<file path="src/design/tpoc_pkg.sv">
// Shared types, widths and constants of the time-proportional output controller.
package tpoc_pkg;

    localparam int NUM_CHANNELS = 8;

    localparam int CH_W      = 3;
    localparam int CNT_W     = 4;
    localparam int MEM_DEPTH = 2 ** CH_W;
    localparam int TENTHS_W  = 10;
    localparam int TIME_W    = 32;
    localparam int CYC_W     = 14;
    localparam int PROD_W    = 24;
    localparam int MODE_W    = 2;
    localparam int MASK_W    = 8;
    localparam int REG_IDX_W = 3;
    localparam int CFG_W     = 32;

    localparam logic [CYC_W-1:0]    CYCLE_MIN   = 14'd200;
    localparam logic [CYC_W-1:0]    CYCLE_MAX   = 14'd10000;
    localparam logic [CYC_W-1:0]    CYCLE_RESET = 14'd1000;
    localparam logic [TIME_W-1:0]   TIMEOUT_RESET = 32'd5000;
    localparam logic [TENTHS_W-1:0] FULL_TENTHS = 10'd1000;
    localparam logic [TENTHS_W-1:0] HALF_TENTHS = 10'd500;

    localparam logic [MODE_W-1:0] MODE_ON_OFF    = 2'd1;
    localparam logic [MODE_W-1:0] MODE_TIME_PROP = 2'd2;

    localparam logic KIND_TICK    = 1'b0;
    localparam logic KIND_COMMAND = 1'b1;

    typedef enum logic [REG_IDX_W-1:0] {
        REG_CYCLE_MS         = 3'd0,
        REG_TIMEOUT_MS       = 3'd1,
        REG_ENABLE_MASK      = 3'd2,
        REG_CRITICAL_MASK    = 3'd3,
        REG_CHANNEL_MODES    = 3'd4,
        REG_ACTIVE_HIGH_MASK = 3'd5,
        REG_CRITICAL_ALLOWED = 3'd6
    } reg_index_t;

    typedef enum logic [4:0] {
        S_IDLE   = 5'b00001,
        S_CMD_WR = 5'b00010,
        S_EVAL   = 5'b00100,
        S_MUL    = 5'b01000,
        S_FIN    = 5'b10000
    } seq_state_t;

    typedef struct packed {
        logic [TENTHS_W-1:0] tenths;
        logic [TIME_W-1:0]   cmd_time;
        logic                seen;
        logic [TIME_W-1:0]   window_start;
    } chan_entry_t;

    typedef struct packed {
        logic            en;
        logic [CH_W-1:0] addr;
    } store_rd_t;

    typedef struct packed {
        logic            en;
        logic [CH_W-1:0] addr;
        chan_entry_t     data;
    } store_wr_t;

endpackage

</file>
<file path="src/design/tpoc_chan_store.sv">
// Per-channel state memory with registered read and reset-cleared entry valid bits.
module tpoc_chan_store (
    input  logic                 clk,
    input  logic                 rst_n,
    input  tpoc_pkg::store_rd_t  rd,
    input  tpoc_pkg::store_wr_t  wr,
    output tpoc_pkg::chan_entry_t rd_data
);

    tpoc_pkg::chan_entry_t mem [tpoc_pkg::MEM_DEPTH];
    logic [tpoc_pkg::MEM_DEPTH-1:0] valid_reg;
    tpoc_pkg::chan_entry_t rd_data_reg;

    always_ff @(posedge clk)
    begin
        if (wr.en)
        begin
            mem[wr.addr] <= wr.data;
        end
        if (rd.en)
        begin
            rd_data_reg <= valid_reg[rd.addr] ? mem[rd.addr] : '0;
        end
    end

    always_ff @(posedge clk or negedge rst_n)
    begin
        if (!rst_n)
        begin
            valid_reg <= '0;
        end
        else if (wr.en)
        begin
            valid_reg[wr.addr] <= 1'b1;
        end
    end

    assign rd_data = rd_data_reg;

endmodule

</file>
<file path="src/design/time_proportional_output_controller_core.sv">
// Top level of the time-proportional output controller: handshakes, sequencer and datapath.
//
// The item channel (item_valid, item_stall) takes two kinds of item. A command item for
// an enabled channel sets its power and stamps its time; it gives no result. A tick item
// walks every channel through the state memory and gives one result per channel, in
// channel order, with last set on the final channel. For each channel, memory read data
// is evaluated and written back, the window products are formed, and the result is
// compared and loaded. The block takes one item at a time; item_stall is low only
// while the sequencer idles. Results leave through an output register (result_valid,
// result_stall). When the receiver stalls, the sequencer waits at the load of the next
// result, so nothing is lost; the next item is accepted while the final result of a
// tick still waits. The configuration channel (cfg_valid, cfg_ready, cfg_index,
// cfg_data) is always ready; the user must write it only while the block is idle, as
// the block itself does not enforce this. Reset restores the register defaults, clears
// the safety lock and marks every channel entry as zero; no clearing pass is needed.
module time_proportional_output_controller_core (
    input  logic                                clk,
    input  logic                                rst_n,
    input  logic                                item_valid,
    output logic                                item_stall,
    input  logic                                kind,
    input  logic [tpoc_pkg::TIME_W-1:0]         now_ms,
    input  logic [tpoc_pkg::CH_W-1:0]           channel,
    input  logic [tpoc_pkg::TENTHS_W-1:0]       percent_tenths,
    input  logic                                safety_tripped,
    output logic                                result_valid,
    input  logic                                result_stall,
    output logic [tpoc_pkg::CH_W-1:0]           out_channel,
    output logic                                output_on,
    output logic                                pin_level,
    output logic [tpoc_pkg::TENTHS_W-1:0]       applied_tenths,
    output logic                                last,
    input  logic                                cfg_valid,
    output logic                                cfg_ready,
    input  logic [tpoc_pkg::REG_IDX_W-1:0]      cfg_index,
    input  logic [tpoc_pkg::CFG_W-1:0]          cfg_data
);

    tpoc_pkg::seq_state_t state_reg, state_next;

    logic [tpoc_pkg::CYC_W-1:0]    cycle_ms_reg;
    logic [tpoc_pkg::TIME_W-1:0]   timeout_reg;
    logic [tpoc_pkg::MASK_W-1:0]   enable_mask_reg;
    logic [tpoc_pkg::MASK_W-1:0]   critical_mask_reg;
    logic [2*tpoc_pkg::MASK_W-1:0] modes_reg;
    logic [tpoc_pkg::MASK_W-1:0]   active_high_reg;
    logic                          crit_allowed_reg;
    logic                          lock_reg;

    logic [tpoc_pkg::TIME_W-1:0]   now_reg;
    logic [tpoc_pkg::CH_W-1:0]     chan_reg;
    logic [tpoc_pkg::TENTHS_W-1:0] cmd_tenths_reg;
    logic [tpoc_pkg::TENTHS_W-1:0] applied_reg;
    logic [tpoc_pkg::CYC_W-1:0]    elapsed_reg;
    logic [tpoc_pkg::MODE_W-1:0]   mode_reg;
    logic [tpoc_pkg::PROD_W-1:0]   prod_reg;
    logic [tpoc_pkg::PROD_W-1:0]   thr_reg;

    logic                          out_valid_reg;
    logic [tpoc_pkg::CH_W-1:0]     out_channel_reg;
    logic                          out_on_reg;
    logic                          out_pin_reg;
    logic [tpoc_pkg::TENTHS_W-1:0] out_tenths_reg;
    logic                          out_last_reg;

    tpoc_pkg::store_rd_t   rd;
    tpoc_pkg::store_wr_t   wr;
    tpoc_pkg::chan_entry_t rd_data;

    logic                          item_accept;
    logic                          cmd_ok;
    logic                          crit_ok_now;
    logic [tpoc_pkg::TENTHS_W-1:0] pct_sat;
    logic [tpoc_pkg::TENTHS_W-1:0] pct_store;
    logic [tpoc_pkg::CYC_W-1:0]    cyc_clamp;

    logic                          crit_ok;
    logic [tpoc_pkg::TIME_W-1:0]   time_diff;
    logic [tpoc_pkg::TIME_W-1:0]   wdiff;
    logic                          timed_out;
    logic                          kill;
    logic [tpoc_pkg::TENTHS_W-1:0] new_tenths;
    logic [tpoc_pkg::MODE_W-1:0]   mode_cur;
    logic                          restart;
    logic [tpoc_pkg::TIME_W-1:0]   ws_new;
    logic [tpoc_pkg::CYC_W-1:0]    elapsed_cur;

    logic                          chan_last;
    logic                          load_ok;
    logic                          load;
    logic                          on_cur;

    tpoc_chan_store u_store (
        .clk     (clk),
        .rst_n   (rst_n),
        .rd      (rd),
        .wr      (wr),
        .rd_data (rd_data)
    );

    assign item_stall  = (state_reg != tpoc_pkg::S_IDLE);
    assign item_accept = item_valid && !item_stall;
    assign cfg_ready   = 1'b1;

    assign crit_ok_now = crit_allowed_reg && !lock_reg;
    assign cmd_ok      = (tpoc_pkg::CNT_W'(channel) < tpoc_pkg::CNT_W'(tpoc_pkg::NUM_CHANNELS))
                         && enable_mask_reg[channel];
    assign pct_sat     = (percent_tenths > tpoc_pkg::FULL_TENTHS) ?
                         tpoc_pkg::FULL_TENTHS : percent_tenths;
    assign pct_store   = (critical_mask_reg[channel] && !crit_ok_now) ? '0 : pct_sat;

    always_comb
    begin
        cyc_clamp = cycle_ms_reg;
        if (cycle_ms_reg < tpoc_pkg::CYCLE_MIN)
        begin
            cyc_clamp = tpoc_pkg::CYCLE_MIN;
        end
        else if (cycle_ms_reg > tpoc_pkg::CYCLE_MAX)
        begin
            cyc_clamp = tpoc_pkg::CYCLE_MAX;
        end
    end

    assign crit_ok     = crit_allowed_reg && !lock_reg;
    assign time_diff   = now_reg - rd_data.cmd_time;
    assign timed_out   = (rd_data.tenths != '0) && rd_data.seen &&
                         (now_reg >= rd_data.cmd_time) && (time_diff > timeout_reg);
    assign kill        = !enable_mask_reg[chan_reg] || timed_out ||
                         (critical_mask_reg[chan_reg] && !crit_ok) || lock_reg;
    assign new_tenths  = kill ? '0 : rd_data.tenths;
    assign mode_cur    = modes_reg[{chan_reg, 1'b0} +: tpoc_pkg::MODE_W];
    assign wdiff       = now_reg - rd_data.window_start;
    assign restart     = (new_tenths != '0) && (mode_cur == tpoc_pkg::MODE_TIME_PROP) &&
                         (wdiff >= tpoc_pkg::TIME_W'(cyc_clamp));
    assign ws_new      = restart ? now_reg : rd_data.window_start;
    assign elapsed_cur = restart ? '0 : wdiff[tpoc_pkg::CYC_W-1:0];

    assign chan_last   = (chan_reg == tpoc_pkg::CH_W'(tpoc_pkg::NUM_CHANNELS - 1));
    assign load_ok     = !out_valid_reg || !result_stall;
    assign load        = (state_reg == tpoc_pkg::S_FIN) && load_ok;

    always_comb
    begin
        on_cur = 1'b0;
        if (applied_reg != '0)
        begin
            unique case (mode_reg)
                tpoc_pkg::MODE_ON_OFF:    on_cur = (applied_reg >= tpoc_pkg::HALF_TENTHS);
                tpoc_pkg::MODE_TIME_PROP: on_cur = (applied_reg >= tpoc_pkg::FULL_TENTHS) ||
                                                   (thr_reg <= prod_reg);
                default:                  on_cur = 1'b0;
            endcase
        end
    end

    always_comb
    begin
        state_next = state_reg;
        rd         = '0;
        wr         = '0;
        unique case (state_reg)
            tpoc_pkg::S_IDLE:
            begin
                if (item_accept)
                begin
                    if (kind == tpoc_pkg::KIND_TICK)
                    begin
                        rd.en      = 1'b1;
                        rd.addr    = '0;
                        state_next = tpoc_pkg::S_EVAL;
                    end
                    else if (cmd_ok)
                    begin
                        rd.en      = 1'b1;
                        rd.addr    = channel;
                        state_next = tpoc_pkg::S_CMD_WR;
                    end
                end
            end
            tpoc_pkg::S_CMD_WR:
            begin
                wr.en                = 1'b1;
                wr.addr              = chan_reg;
                wr.data.tenths       = cmd_tenths_reg;
                wr.data.cmd_time     = now_reg;
                wr.data.seen         = 1'b1;
                wr.data.window_start = rd_data.window_start;
                state_next           = tpoc_pkg::S_IDLE;
            end
            tpoc_pkg::S_EVAL:
            begin
                wr.en                = 1'b1;
                wr.addr              = chan_reg;
                wr.data.tenths       = new_tenths;
                wr.data.cmd_time     = rd_data.cmd_time;
                wr.data.seen         = rd_data.seen;
                wr.data.window_start = ws_new;
                state_next           = tpoc_pkg::S_MUL;
            end
            tpoc_pkg::S_MUL:
            begin
                state_next = tpoc_pkg::S_FIN;
            end
            tpoc_pkg::S_FIN:
            begin
                if (load_ok)
                begin
                    if (chan_last)
                    begin
                        state_next = tpoc_pkg::S_IDLE;
                    end
                    else
                    begin
                        rd.en      = 1'b1;
                        rd.addr    = chan_reg + 1'b1;
                        state_next = tpoc_pkg::S_EVAL;
                    end
                end
            end
            default:
            begin
                state_next = tpoc_pkg::S_IDLE;
            end
        endcase
    end

    always_ff @(posedge clk or negedge rst_n)
    begin
        if (!rst_n)
        begin
            state_reg         <= tpoc_pkg::S_IDLE;
            cycle_ms_reg      <= tpoc_pkg::CYCLE_RESET;
            timeout_reg       <= tpoc_pkg::TIMEOUT_RESET;
            enable_mask_reg   <= '0;
            critical_mask_reg <= '0;
            modes_reg         <= '0;
            active_high_reg   <= '1;
            crit_allowed_reg  <= 1'b0;
            lock_reg          <= 1'b0;
            out_valid_reg     <= 1'b0;
        end
        else
        begin
            state_reg <= state_next;
            if (cfg_valid && cfg_ready)
            begin
                unique case (tpoc_pkg::reg_index_t'(cfg_index))
                    tpoc_pkg::REG_CYCLE_MS:
                        cycle_ms_reg <= cfg_data[tpoc_pkg::CYC_W-1:0];
                    tpoc_pkg::REG_TIMEOUT_MS:
                        timeout_reg <= cfg_data[tpoc_pkg::TIME_W-1:0];
                    tpoc_pkg::REG_ENABLE_MASK:
                        enable_mask_reg <= cfg_data[tpoc_pkg::MASK_W-1:0];
                    tpoc_pkg::REG_CRITICAL_MASK:
                        critical_mask_reg <= cfg_data[tpoc_pkg::MASK_W-1:0];
                    tpoc_pkg::REG_CHANNEL_MODES:
                        modes_reg <= cfg_data[2*tpoc_pkg::MASK_W-1:0];
                    tpoc_pkg::REG_ACTIVE_HIGH_MASK:
                        active_high_reg <= cfg_data[tpoc_pkg::MASK_W-1:0];
                    tpoc_pkg::REG_CRITICAL_ALLOWED:
                        crit_allowed_reg <= cfg_data[0];
                    default:
                    begin
                    end
                endcase
            end
            if (item_accept && (kind == tpoc_pkg::KIND_TICK))
            begin
                lock_reg <= safety_tripped;
            end
            if (load)
            begin
                out_valid_reg <= 1'b1;
            end
            else if (!result_stall)
            begin
                out_valid_reg <= 1'b0;
            end
        end
    end

    always_ff @(posedge clk)
    begin
        if (item_accept)
        begin
            now_reg        <= now_ms;
            cmd_tenths_reg <= pct_store;
            chan_reg       <= (kind == tpoc_pkg::KIND_TICK) ? '0 : channel;
        end
        else if (load && !chan_last)
        begin
            chan_reg <= chan_reg + 1'b1;
        end
        if (state_reg == tpoc_pkg::S_EVAL)
        begin
            applied_reg <= new_tenths;
            elapsed_reg <= elapsed_cur;
            mode_reg    <= mode_cur;
        end
        if (state_reg == tpoc_pkg::S_MUL)
        begin
            prod_reg <= tpoc_pkg::PROD_W'(cyc_clamp) * tpoc_pkg::PROD_W'(applied_reg);
            thr_reg  <= tpoc_pkg::PROD_W'(tpoc_pkg::CYC_W'(elapsed_reg + 1'b1)) *
                        tpoc_pkg::PROD_W'(tpoc_pkg::FULL_TENTHS);
        end
        if (load)
        begin
            out_channel_reg <= chan_reg;
            out_on_reg      <= on_cur;
            out_pin_reg     <= ~(on_cur ^ active_high_reg[chan_reg]);
            out_tenths_reg  <= applied_reg;
            out_last_reg    <= chan_last;
        end
    end

    assign result_valid   = out_valid_reg;
    assign out_channel    = out_channel_reg;
    assign output_on      = out_on_reg;
    assign pin_level      = out_pin_reg;
    assign applied_tenths = out_tenths_reg;
    assign last           = out_last_reg;

    a_no_same_entry_rw: assert property (@(posedge clk) disable iff (!rst_n)
        (wr.en && rd.en) |-> (wr.addr != rd.addr))
        else $error("State memory read and write hit the same entry in one cycle.");

    a_applied_in_range: assert property (@(posedge clk) disable iff (!rst_n)
        (state_reg == tpoc_pkg::S_MUL) |-> (applied_reg <= tpoc_pkg::FULL_TENTHS))
        else $error("Applied power exceeds full scale.");

    a_lock_forces_zero: assert property (@(posedge clk) disable iff (!rst_n)
        (state_reg == tpoc_pkg::S_FIN && lock_reg) |-> (applied_reg == '0))
        else $error("A channel carries power while the safety lock is set.");

    a_last_ends_tick: assert property (@(posedge clk) disable iff (!rst_n)
        (load && chan_last) |=> (state_reg == tpoc_pkg::S_IDLE && out_last_reg))
        else $error("The sequencer did not return to idle after the final channel.");

endmodule

</file>
<file path="config.mk">
export PLATFORM = sky130hd
export DESIGN_NAME = time_proportional_output_controller_core
export DESIGN_NICKNAME = d
export VERILOG_FILES = /design/src/design/tpoc_pkg.sv /design/src/design/tpoc_chan_store.sv /design/src/design/time_proportional_output_controller_core.sv
export SDC_FILE = /design/constraint.sdc
export NUM_CORES = 2
export LEC_CHECK = 0
export BUFFER_PORTS_ARGS = -buffer_cell sky130_fd_sc_hd__buf_4
export CAP_MARGIN = 40
export CORE_UTILIZATION = 62
export CTS_CLUSTER_DIAMETER = 100
export DETAILED_ROUTE_END_ITERATION = 8
export PLACE_DENSITY = 0.79
export SKIP_LAST_GASP = 1
export SYNTH_ARGS = -nofsm -noshare
export SYNTH_HDL_FRONTEND = slang
export SYNTH_SLANG_ARGS = --single-unit
</file>
<file path="constraint.sdc">
create_clock -name clk -period 8.3 [get_ports clk]
set_input_delay 1.66 -clock clk [delete_from_list [all_inputs] [get_ports clk]]
set_output_delay 1.66 -clock clk [all_outputs]
set_load 0.01 [all_outputs]
</file>
---- Word-level counts from Yosys, hierarchy flattened ----
Memory sizes are Yosys's and may differ from the RTL's. A register that Yosys moved wholly into a read port is not among the register bits.
Cells that the tools add are included.
cells by class
  add/sub/neg operators ................... 4
  multiply operators ...................... 2
  $lt $le $gt $ge ......................... 14
  equal/unequal tests ..................... 20
  shift-type cells ........................ 1
  multiplexer cells ....................... 41
  bitwise gates (word level) .............. 4
  reductions and logical operators ........ 40
operators with widths
  operator                                                count
  case mux 79 bit (2 select lines)                        1
  subtractor 32 bit                                       2
  >= comparator 32 x 14 -> 1 bit                          1
  >= comparator 32 bit                                    1
  greater-than comparator 32 bit                          1
  two-way mux 32 bit                                      1
  nonzero test 10 bit                                     3
  two-way mux 14 bit                                      2
  <= comparator 24 bit                                    1
  multiplier 14 x 10 -> 24 bit                            1
  multiplier 14 x 7 -> 21 bit (second input constant)     1
  two-way mux 10 bit                                      2
  two-way mux 4 bit                                       5
  two-way mux 5 bit                                       4
  case mux 5 bit (4 select lines)                         1
  binary-select mux 1 bit (select 3 bit)                  6
  < comparator 3 x 4 -> 1 bit (second input constant)     4
  indexed part select 16 x 5 -> 2 bit                     1
  adder 14 x 1 -> 14 bit (second input constant)          1
  greater-than comparator 14 bit (second input constant)  1
  < comparator 14 x 8 -> 1 bit (second input constant)    1
  AND reduction 2 bit                                     7
  logical AND 1 bit                                       13
  == test 3 bit (second input constant)                   4
  32 further kinds                                        61
word-level totals
  flip-flop bits (word level) ............. 234
  RAM bits ................................ 600
  output and inout bits ................... 19
  memories kept ........................... 1
memory list
  memory       depth  width  read ports  clocked after Yosys merged registers in  write ports  line                   source
  u_store.mem  8      75     1           1                                        1            tpoc_chan_store.sv:10  tpoc_pkg::chan_entry_t mem [tpoc_pkg::MEM_DEPTH];

---- Longest topological paths before layout ----
  depth in word-level cells ............... 18
  mapped depth ............................ 29
  gate-level depth less buffers ........... 27

---- Hierarchy ----
Synthesis repeated with hierarchy kept, for this count alone.
second synthesis, totals
  cell total of the unflattened synthesis .. 3,457
  area, all modules ....................... 47,777.1 um^2
by module, submodules not included
  module                                    instances  cells each  area an instance (um^2)  seq. area each (um^2)
  tpoc_chan_store                           1          1,058       25,338.1                 20,469.6
  time_proportional_output_controller_core  1          2,399       22,439.0                 6,341.1

---- Worst setup path before layout ----
Ideal clock, no wire load.
  path type ............................... input to register
  start point ............................. in channel[0] (netlist bit)
  end point ............................... reg u_store.rd_data[0] (netlist name)
  library setup time ...................... 0.612 ns
  data arrival time ....................... 7.707 ns
  path slack .............................. -0.019 ns
  stages on the path ...................... 5
  buffers on the path ..................... 1
  path through ............................ buf_2 -> mux4_2 -> mux2i_1 -> and2_1 -> o21ai_0
RTL lines
  element             line                                            source
  start: declaration  time_proportional_output_controller_core.sv:23  input logic [tpoc_pkg::CH_W-1:0] channel,

---- Worst setup path in the final report ----
  start point ............................. reg cycle_ms_reg[2] (netlist bit)
  end point ............................... reg prod_reg[23] (netlist bit), data pin
on the way
  word-level cells in the longest chain between the ends .. 4
  elaborated cells between the ends (all ways) .. 5
  those cells by class .................... mul: 1; order compare: 2; mux: 2
ends and longest elaborated chain
  element                           line                                             source
  start: declaration                time_proportional_output_controller_core.sv:41   logic [tpoc_pkg::CYC_W-1:0] cycle_ms_reg;
  start signal: assignment          time_proportional_output_controller_core.sv:233  cycle_ms_reg <= tpoc_pkg::CYCLE_RESET;
  start signal: assignment          time_proportional_output_controller_core.sv:250  cycle_ms_reg <= cfg_data[tpoc_pkg::CYC_W-1:0];
  greater-than comparator 14 bit    time_proportional_output_controller_core.sv:119  else if (cycle_ms_reg > tpoc_pkg::CYCLE_MAX)
  two-way mux 14 bit                time_proportional_output_controller_core.sv:119
  two-way mux 14 bit (*)            time_proportional_output_controller_core.sv:115  if (cycle_ms_reg < tpoc_pkg::CYCLE_MIN)
  multiplier 14 x 10 -> 24 bit (*)  time_proportional_output_controller_core.sv:303  prod_reg <= tpoc_pkg::PROD_W'(cyc_clamp) * tpoc_pkg::PROD_W'(applied_reg);
  end signal: assignment            time_proportional_output_controller_core.sv:303
  end: declaration                  time_proportional_output_controller_core.sv:56   logic [tpoc_pkg::PROD_W-1:0] prod_reg;
Mark *: on every way between the ends. The rest lies on a longest branch, timed or not.
A chain may end at the register's enable or synchronous reset.

==> impl_metrics.yaml <==
die:
  num_io_pins: 106
  die_height_um: 280.3
  core_um2: 76330
  fp-row-count: 101
  initial_core_util_pct: 62.93
  die_x_um: 280.3
  dieArea_um2: 78590
clocking:
  clk_root_buffer_cell: "clkbuf_16"
  tritoncts_num_sinks: 909
  cts_max_level: 3
  cts.clk_slew.worst_paths_ns: 0.06
  post_cts_hold_buffer_count: 0
  clk_latency_ns: 0.67
  cts_post_setup_buffers_inserted: 0
  post_cts_resize_count: 0
  cts_inserted_buffers: 92
  cts_tree: "built"
  clock_path_buffers: 3
route:
  drt_wl_total_mm: 125.6
  route.antenna.remaining_nets: 0
  initialDrtViolationCount: 3462
  num_vias: 33990
  routed_via_density: 6.270
  drt_pre_antenna_iters: 8
  drc: 0
  avgRoutedWirePerCell_um: 23.17
layout:
  post_route_cells_drive_above_1_share_pct: 9.979
  area_growth_syn_to_layout_pct: 10.17
  fill_cells: 5362
  final_net_count: 4783
  largest_register_ff_count: 600
critical_path:
  worstSetupEndpointType: "flop"
  worst-setup-path-type: "flop to flop"
  startpoint_type: "flop"
  crit_path_max_incr_delay_ns: 0.57
  worstPathRequired_ns: 8.68
  slowest_cp_cell: "fa_1"
  critical_path.max_fanout: 11
  cp_top_family: "adder cells"
  critPathArrivalTime_ns: 7.87
  most_used_cell_along_the_critical_path: "fa_1"
  critPathBufInv: 4
timing:
  final-setup-viol-count: 0
  sum_of_negative_setup_slack_ns: 0
  clock.fmax_ghz: 0.1335
  fin_crit_sh_pct: 90.27
  actual_transition_at_the_worst_max_transition_pin_ns: 1.029
  fin_worst_skew_ns: 0.04309
  final_hold_viols: 0
  timing.max_slew.rel_slack_pct: 31.39
  rsz0062_at_grt: "false"
  final-max-slew-violation-count: 0
  final.min_clock_period_ns: 7.493
yosys:
  async_set_reset_flop_share_out_of_synthesis_pct: 11.22
  synth_cells: 4261
  unique_cell_type_count_in_the_yosys_netlist: 92
  synth_seq_cells: 909
  synthesis.yosys.warnings: 0
  synth_ff_type: "edfxtp_1"
  synthDominantCellAreaShare_pct: 50.45
  syn-mean-instance-area_um2: 11.27
  post_synthesis_cell_area_um2: 48030
  post_synthesis_sequential_area_ratio_pct: 55.82
  synth.area.top_cells: "edfxtp_1 (50%), nand2_1 (6.5%), ha_1 (6.3%), fa_1 (5.9%), nand3_1 (5.1%)"
  synthDominantAreaCellType: "edfxtp_1"
  syn_nets: 4731
  number_of_enable_type_register_cells_in_the_synthesized_netlist: 807
placed_design:
  dpl_hpwl_mm: 78.76
  routabilityCongestion: 0.9930
  portBuffers: 104
global_routing:
  global_route_wire_length_before_repair_mm: 192.6
  grt_pass1_vias: 33760
  grt.total_usage_pct: 32.36
  grt_max_degree: 163
  overflow: 0
  grt_antenna_before_repair: 1
power:
  power_leakage_nw: 21.02
  power.density_nw_per_um2: 416.7
  post-layout-total-power_mw: 22.05
  ir_worst_vdd_mv: 0.5657
status:
  outcome: "completed"
flow_run:
  max_cap_violations: 0
min_path:
  holdCritPathClass: "flop to flop"
-- routing by layer --
| layer | track usage [%] | vias up | part of all wire, % |
|---|---|---|---|
| met5 | 0 | - | 0 |
| met4 | 13.70 | 0 | 4.2 |
| met3 | 5.571 | 354 | 10 |
| met2 | 53.76 | 1820 | 48 |
| met1 | 42.20 | 16630 | 38 |
| li1 | - | 15190 | - |
-- report_power, final --
part | internal [mW] | switching (mW) | leakage (nW)
logic | 4.50 | 6.75 | 10.9
clock network | 2.38 | 1.77 | 1.46
registers | 6.27 | 0.380 | 8.68
total | 13.2 | 8.90 | 21.0
-- per-stage QoR --
step	util [%]	setup slack [ns]	hold WS (ns)	instances	cell area, µm²
after floorplan	-	0.6687	0.4394	4261	48030
after global placement	65.25	1.141	0.4510	5238	49810
after detailed placement	65.37	1.017	0.4538	5248	49900
after CTS	69.32	0.9730	0.4683	5418	52910
after global routing	69.33	0.4063	0.4914	5419	52920
final	69.33	0.8075	0.4720	5420	52920
-- final timing paths --
kind	from	to	slack, ns	cells past startpoint
setup reg to reg	cycle_ms_reg[2]$_DFFE_PN0P_	prod_reg[23]$_DFFE_PP_	0.81	25
min in group asynchronous	rst_n	critical_mask_reg[4]$_DFFE_PN0P_	1.01	1
hold / removal	u_store.valid_reg[0]$_DFFE_PN0P_	u_store.valid_reg[0]$_DFFE_PN0P_	0.47	1
max in group asynchronous	rst_n	timeout_reg[31]$_DFFE_PN0P_	6.04	2
hold reg to reg	u_store.valid_reg[0]$_DFFE_PN0P_	u_store.valid_reg[0]$_DFFE_PN0P_	0.47	1
setup / recovery	cycle_ms_reg[2]$_DFFE_PN0P_	prod_reg[23]$_DFFE_PP_	0.81	25
-- cell usage after synthesis, types with 43 or more instances --
| cell | instances |
|---|---|
| nand2_1 | 830 |
| a21oi_1 | 180 |
| inv_1 | 319 |
| o21ai_0 | 131 |
| dfrtp_1 | 82 |
| nor3_1 | 43 |
| a22o_1 | 44 |
| clkbuf_1 | 158 |
| xnor2_1 | 67 |
| nor2_1 | 88 |
| fa_1 | 141 |
| ha_1 | 242 |
| and2_1 | 64 |
| a21o_1 | 46 |
| edfxtp_1 | 807 |
| nor2b_1 | 57 |
| nand3_1 | 492 |
| mux2_2 | 58 |
-- kinds of logic after synthesis --
group / synth area share, %
flops: 55.82
compound gates: 7.619
xor+xnor: 1.714
buf+inv: 4.217
mux: 2.110
simple gates: 16.33
fa+ha+maj: 12.18
other cells: 0.007807
-- area by class of cell --
type	instances	area, µm²	share of cell area, %
Sequential cell	909	26810	50.66
Multi-Input combinational cell	2834	19350	36.57
Clock buffer	126	2550	4.819
Tap cell	1030	1289	2.435
Timing Repair Buffer	157	1255	2.371
Inverter	319	1197	2.263
Clock inverter	44	464.2	0.8772
Antenna cell	1	2.502	0.004729
-- layout by cell type (no fill, tap or decap), types with 20 or more instances in the layout --
cell type  netlist  final
and2_1          64     64
fa_1           141    141
buf_4            1    145
clkbuf_16        0     92
nor2b_1         57     57
dfstp_2         20     20
nand4_1         33     33
mux2_2          58     58
inv_1          319    317
nand2b_1        20     20
xor2_1          27     27
clkbuf_1       158     22
edfxtp_1       807    807
o21ai_0        131    130
nor3_1          43     39
a21o_1          46     45
a22o_1          44     42
dfrtp_1         82     82
xnor2_1         67     67
nand3_1        492    492
nor2_1          88     82
a21oi_1        180    179
ha_1           242    242
nand2_1        830    830
No activity file was read; power rests on OpenSTA's default activity.
